### src/blk2b_pkg.sv
// Shared constants, types and helper functions for the BLAKE2b hash engine.
// Used by the interfaces, the buffer RAM, the top level and the checker.
// No dependencies.
`timescale 1ns / 1ps

package blk2b_pkg;

	localparam int WORD_W      = 64;
	localparam int CFG_W       = 7;
	localparam int BLOCK_WORDS = 16;
	localparam int CHAIN_WORDS = 8;

	// Initialization vector shared with SHA-512.
	localparam logic [WORD_W-1:0] IV [CHAIN_WORDS] = '{
		64'h6a09e667f3bcc908, 64'hbb67ae8584caa73b,
		64'h3c6ef372fe94f82b, 64'ha54ff53a5f1d36f1,
		64'h510e527fade682d1, 64'h9b05688c2b3e6c1f,
		64'h1f83d9abfb41bd6b, 64'h5be0cd19137e2179
	};

	// Fixed part of parameter word 0: fanout 1, depth 1.
	localparam logic [WORD_W-1:0] PARAM_BASE = 64'h0000_0000_0101_0000;

	// Message word schedule for each round.
	localparam logic [3:0] SIGMA [10][16] = '{
		'{4'd0, 4'd1, 4'd2, 4'd3, 4'd4, 4'd5, 4'd6, 4'd7,
		  4'd8, 4'd9, 4'd10, 4'd11, 4'd12, 4'd13, 4'd14, 4'd15},
		'{4'd14, 4'd10, 4'd4, 4'd8, 4'd9, 4'd15, 4'd13, 4'd6,
		  4'd1, 4'd12, 4'd0, 4'd2, 4'd11, 4'd7, 4'd5, 4'd3},
		'{4'd11, 4'd8, 4'd12, 4'd0, 4'd5, 4'd2, 4'd15, 4'd13,
		  4'd10, 4'd14, 4'd3, 4'd6, 4'd7, 4'd1, 4'd9, 4'd4},
		'{4'd7, 4'd9, 4'd3, 4'd1, 4'd13, 4'd12, 4'd11, 4'd14,
		  4'd2, 4'd6, 4'd5, 4'd10, 4'd4, 4'd0, 4'd15, 4'd8},
		'{4'd9, 4'd0, 4'd5, 4'd7, 4'd2, 4'd4, 4'd10, 4'd15,
		  4'd14, 4'd1, 4'd11, 4'd12, 4'd6, 4'd8, 4'd3, 4'd13},
		'{4'd2, 4'd12, 4'd6, 4'd10, 4'd0, 4'd11, 4'd8, 4'd3,
		  4'd4, 4'd13, 4'd7, 4'd5, 4'd15, 4'd14, 4'd1, 4'd9},
		'{4'd12, 4'd5, 4'd1, 4'd15, 4'd14, 4'd13, 4'd4, 4'd10,
		  4'd0, 4'd7, 4'd6, 4'd3, 4'd9, 4'd2, 4'd8, 4'd11},
		'{4'd13, 4'd11, 4'd7, 4'd14, 4'd12, 4'd1, 4'd3, 4'd9,
		  4'd5, 4'd0, 4'd15, 4'd4, 4'd8, 4'd6, 4'd2, 4'd10},
		'{4'd6, 4'd15, 4'd14, 4'd9, 4'd11, 4'd3, 4'd0, 4'd8,
		  4'd12, 4'd2, 4'd13, 4'd7, 4'd1, 4'd4, 4'd10, 4'd5},
		'{4'd10, 4'd2, 4'd8, 4'd4, 4'd7, 4'd6, 4'd1, 4'd5,
		  4'd15, 4'd11, 4'd9, 4'd14, 4'd3, 4'd12, 4'd13, 4'd0}
	};

	// Working vector, sixteen words arranged as four rows of four.
	typedef logic [15:0][WORD_W-1:0] vstate_t;

	function automatic logic [3:0] sigma_idx(input logic [3:0] rnd, input logic [3:0] pos);
		logic [3:0] rr;
		rr = (rnd >= 4'd10) ? rnd - 4'd10 : rnd;
		return SIGMA[rr][pos];
	endfunction

	// Rotates each row left by its own amount: out[row][j] = in[row][j + sh].
	function automatic vstate_t rot_rows(input vstate_t v, input logic [1:0] s0,
			input logic [1:0] s1, input logic [1:0] s2, input logic [1:0] s3);
		vstate_t    res;
		logic [1:0] sh [4];
		logic [1:0] jj;
		sh[0] = s0;
		sh[1] = s1;
		sh[2] = s2;
		sh[3] = s3;
		for (int k = 0; k < 4; k++) begin
			for (int j = 0; j < 4; j++) begin
				jj = 2'(j) + sh[k];
				res[4*k+j] = v[4*k+int'(jj)];
			end
		end
		return res;
	endfunction

	// Mask that keeps the low n bytes of a word; n of eight or more keeps all.
	function automatic logic [WORD_W-1:0] byte_mask(input logic [3:0] n);
		logic [WORD_W-1:0] m;
		if (n >= 4'd8) begin
			m = '1;
		end else begin
			m = (64'd1 << {n[2:0], 3'b000}) - 64'd1;
		end
		return m;
	endfunction

endpackage

### src/blk2b_ram.sv
// Generic single-write, single-read RAM with a registered read port.
// Holds the message block of the hash engine; depends on blk2b_pkg for its default sizes.
`timescale 1ns / 1ps

module blk2b_ram #(
	parameter int WIDTH = blk2b_pkg::WORD_W,
	parameter int DEPTH = blk2b_pkg::BLOCK_WORDS
) (
	input  logic                     clk,
	input  logic                     we,
	input  logic [$clog2(DEPTH)-1:0] waddr,
	input  logic [WIDTH-1:0]         wdata,
	input  logic [$clog2(DEPTH)-1:0] raddr,
	output logic [WIDTH-1:0]         rdata
);

	logic [WIDTH-1:0] mem_q [DEPTH];

	always_ff @(posedge clk) begin
		if (we) begin
			mem_q[waddr] <= wdata;
		end
		rdata <= mem_q[raddr];
	end

endmodule

### config.mk
export PLATFORM = sky130hd
export DESIGN_NAME = blk2b_ram
export DESIGN_NICKNAME = d
export VERILOG_FILES = /design/src/blk2b_pkg.sv /design/src/blk2b_ram.sv
export SDC_FILE = /design/constraint.sdc
export NUM_CORES = 1
export LEC_CHECK = 0
export BUFFER_PORTS_ARGS = -buffer_cell sky130_fd_sc_hd__buf_2
export CORE_MARGIN = 8
export CORE_UTILIZATION = 30
export DETAILED_ROUTE_END_ITERATION = 16
export SYNTH_ARGS = -nofsm -noshare
export SYNTH_HDL_FRONTEND = slang
export SYNTH_SLANG_ARGS = --single-unit
### constraint.sdc
create_clock -name clk -period 7.2 [get_ports clk]
set_input_delay 1.8 -clock clk [delete_from_list [all_inputs] [get_ports clk]]
set_output_delay 1.8 -clock clk [all_outputs]
set_load 0.02 [all_outputs]
Word level (Yosys, flattened, before mapping)
Memories as Yosys holds them, arrays and structs flattened. A register that Yosys moved wholly into a read port is not among the register bits.
Index checks and enable logic that the tools add are counted.
Storage, ports and cells
  memories kept: 1
  flip-flop bits (word level): 0
  word-level logic and storage cells: 3
  bits in writable memories: 1024
  latch bits: 0
  output and inout bits: 64
  input port bits: 74
  ROM bits: 0
Operators by class
  add/sub/neg operators: 0
  order comparisons: 0
  multipliers: 0
  shift-type cells: 0
  equal/unequal tests: 0
  muxes and demuxes: 2
  bitwise gates (word level): 0
  reduce and logical (&&, ||, !) cells: 0
  div/mod/pow operators: 0
Memory list
  mem_q: words 16, width 64, rd ports 1, clocked after Yosys merged registers in 1, wr ports 1, line blk2b_ram.sv:17  | logic [WIDTH-1:0] mem_q [DEPTH];
Operator list (count)
  2-to-1 mux 1 bit: 2

Logic depth before layout (Yosys ltp)
  depth after elaboration: 2
  depth in mapped cells: 6

Worst setup path after synthesis
OpenSTA, ideal clock, no wires.
  path type: in2reg
  start: input waddr[2]
  end: memory mem_q[0][0] (netlist name) (enable)
  stages: 2
  arrival: 6.663 ns
  buffers on the path: 0
  slack: -0.029 ns
  path through: or3b_2 -> nor3_1
RTL lines
  start, declared: line blk2b_ram.sv:11  | input logic [$clog2(DEPTH)-1:0] waddr,
  end, declared: line blk2b_ram.sv:17
No word-level cell before the write port.

Worst setup path after layout
  start: input waddr[2]
  end: memory mem_q[1][1] (netlist name) (enable)
No word-level cell before the write port.

==> impl_summary.txt <==
----------------------------------------------------
[Synthesis]
  Netlist Area Pre-Place ... about 40000 sq um
  Post-synthesis sequential area ratio ... 80.92%
  Dominant combinational cell family by area after synthesis ... multiplexers
  Total of warnings raised by yosys ... 0
  Register bit total from synthesis ... about 1100
  Multiplexer share of the synthesized area ... 14.57%
  Post-synthesis average cell area ... approximately 24 sq um
  Syn Nets ... 1721
  Xor and xnor fraction of the mapped netlist area ... 0%
  Fraction of the mapped netlist area in compound gates ... roughly 2.4%
  Adder and majority cell fraction of the synthesized area ... 0%
  Library cells used by synthesis ... 18
  Synth Area in Simple Gates ... less than 1%
  Gate Count Post-Synth ... approximately 1600

[Clocking]
  CTS clk-pin slew, worst paths ... roughly 60 ps
  CTS-repair resized insts ... 0
  H-tree lvl count ... 3
  Root Buffer ... sky130_fd_sc_hd__clkbuf_16
  Deepest clock path buffer count ... 3
  CTS hold repair buffers ... 0
  CTS buffer count ... 110
  Total number of clock tree sinks ... 1088
  CTS tree ... built
  Worst-Skew Late Latency ... a little under 700 ps
  Buffers inserted during post-CTS setup optimization ... 0

[Global route]
  Number of global-route vias before repair ... 18754
  Initial antenna violation count ... 20
  Global-route usage over all layers ... between 10% and 20%
  Gr ovfl total ... 0
  Maximum number of pins on one net before global-route repair ... ~100
  Wire length of the first global-routing pass ... 129400 um

[Detailed routing]
  Initial detailed-routing violation count ... approximately 1500
  Routed wirelength normalized by instance count ... around 24 um
  Total via count in the routed design ... 17628
  Average vias per placed instance ... 4.753
  WL final ... 88010 um
  Number of search-and-repair iterations in the first detailed-routing pass ... 5
  Residual DRC count ... 0
  Number of nets still failing antenna checks after routing ... 0

[Timing]
  Final setup violation count ... 0
  Worst Tran Pin Value ... 1083 ps
  Final hold vios ... 0
  Ratio of final minimum period to clock period ... approximately half
  Layout Skew ... around 24 ps
  Crit path setup slack, layout ... between 3000 and 4000 ps
  F_max ... ~270 MHz
  Post-route minimum period ... roughly 3700 ps
  Setup repair after global routing missed its margin ... false
  Post-Route Setup TNS ... 0 ps
  Max Slew Vio Count ... 0
  Rel. slew slack ... ~28%

[Final layout]
  Most frequent standard cell in the layout excluding fill and tap cells ... sky130_fd_sc_hd__edfxtp_1
  Area taken by flip-flops and latches ... between 30000 and 40000 sq um
  Most used cells in the layout excluding fill and tap cells ... sky130_fd_sc_hd__edfxtp_1, sky130_fd_sc_hd__mux4_2, sky130_fd_sc_hd__buf_2
  Layout cells sized above 1 ... about a third
  Fill count ... about 12000
  Net total in the final layout ... approximately 1900
  Area growth from synthesis to layout ... 16.85%
  Footprint of the multi-input gates ... 7241 sq um

[Power]
  Largest voltage drop on the vdd net ... roughly 0.21 mV
  Ratio of total power to cell area ... between 200 and 300 nW/um^2
  Reported leakage power ... roughly 15 nW

[Die]
  Placeable core region ... roughly 130000 sq um
  Initial Utilization ... between 30% and 40%
  Die Outline Area ... ~140000 sq um
  Die height ... roughly 380 um
  Chip Width ... between 300 and 400 um
  Number of cell rows ... about 130
  Ports ... roughly 140

[Flow run]
  Count of maximum capacitance violations ... 0

[Place]
  Placement Setup Slack ... 2708 ps
  Detailed Place HPWL ... 50060 um
  Routability congestion estimate from global placement ... ~0.71
  Port Buffer Count ... about 140

[Critical path]
  Arr. time, crit path ... 4010 ps
  Worst-path maximum fanout ... 38
  Data required time of the critical path ... between 7000 and 8000 ps
  Crit. End Element ... flop
  Worst setup path class ... in -> reg
  Type of element launching the critical path ... primary input

[Hold path]
  Hold Path Class ... reg -> reg

[Status]
  Run status ... completed

----------------------------------------------------
## power by group
group          internal, W  leakage [nW]  total (W)  switching [W]
clock network      0.00339          1.82    0.00574        0.00235
registers          0.00708          9.79    0.00714      0.0000594
logic             0.000245          2.99   0.000645       0.000400
## per-layer routing
metal  track usage (%)  share of wire (%)  vias up
li1                  -                  -     7474
met1             16.24                 42     9489
met2             19.70                 49      508
met3             3.118                6.9      143
met4             3.011                2.0       14
met5                 0              0.089        -
## cell families after synthesis
kind of cell,after synthesis
simple gates,91
compound gates,128
buf+inv,84
flops,1088
mux,256
## Yosys cell counts
library cell	n	area share, %
sky130_fd_sc_hd__nor3_1	4	0.051
sky130_fd_sc_hd__buf_2	13	0.16
sky130_fd_sc_hd__nand2_1	65	0.62
sky130_fd_sc_hd__nand3b_1	2	0.038
sky130_fd_sc_hd__buf_6	13	0.37
sky130_fd_sc_hd__nor2_1	13	0.12
sky130_fd_sc_hd__and2_1	1	0.016
sky130_fd_sc_hd__nand2b_1	2	0.032
sky130_fd_sc_hd__clkbuf_1	36	0.34
sky130_fd_sc_hd__dfxtp_1	64	3.2
sky130_fd_sc_hd__edfxtp_1	1024	78
sky130_fd_sc_hd__nand3_1	1	0.013
sky130_fd_sc_hd__nor2b_1	2	0.032
sky130_fd_sc_hd__buf_4	6	0.11
sky130_fd_sc_hd__buf_1	16	0.15
sky130_fd_sc_hd__or3b_2	1	0.022
sky130_fd_sc_hd__mux4_2	256	15
sky130_fd_sc_hd__a22oi_1	128	2.4
## metrics by stage
stage / utilization (%) / power, W / hold WS [ps] / area, sq um / cells
final: 35.23 / 0.01353 / 658.4 / 46250 / 3709
after global routing: 35.22 / 0.01398 / 681.5 / 46240 / 3704
after CTS: 35.21 / 0.01370 / 661.3 / 46240 / 3702
after detailed placement: 32.38 / 0.007946 / 658.0 / 42510 / 3493
after global placement: 32.38 / 0.007924 / 653.9 / 42510 / 3493
after floorplan: - / 0.007641 / 634.9 / 39590 / 1647
## layout make-up
type	count	share of cell area, %
Timing Repair Buffer	175	2.251
Multi-Input combinational cell	475	15.65
Tap cell	1755	4.747
Clock inverter	67	1.537
Clock buffer	142	6.522
Sequential cell	1088	69.25
Antenna cell	7	0.03787
## registers in the layout (all words and copies together), names as in the netlist
| register | count |
|---|---|
| mem_q | 1024 |
| rdata | 64 |
## worst paths after layout
check | slack [ps] | to | startpoint | cells past startpoint
min | 660 | rdata[47]$_DFF_P_ | mem_q[15][47]$_DFFE_PP_ | 3
max | 3490 | mem_q[1][1]$_DFFE_PP_ | waddr[2] | 4
min reg2reg | 660 | rdata[47]$_DFF_P_ | mem_q[15][47]$_DFFE_PP_ | 3
max reg2reg | 5780 | rdata[36]$_DFF_P_ | mem_q[3][36]$_DFFE_PP_ | 3
## critical path: stages
cell,delay (ps)
sky130_fd_sc_hd__buf_2,120
sky130_fd_sc_hd__or3b_2,620
sky130_fd_sc_hd__nor2_4,740
sky130_fd_sc_hd__buf_4,630
(Power assumes the default switching activity.)
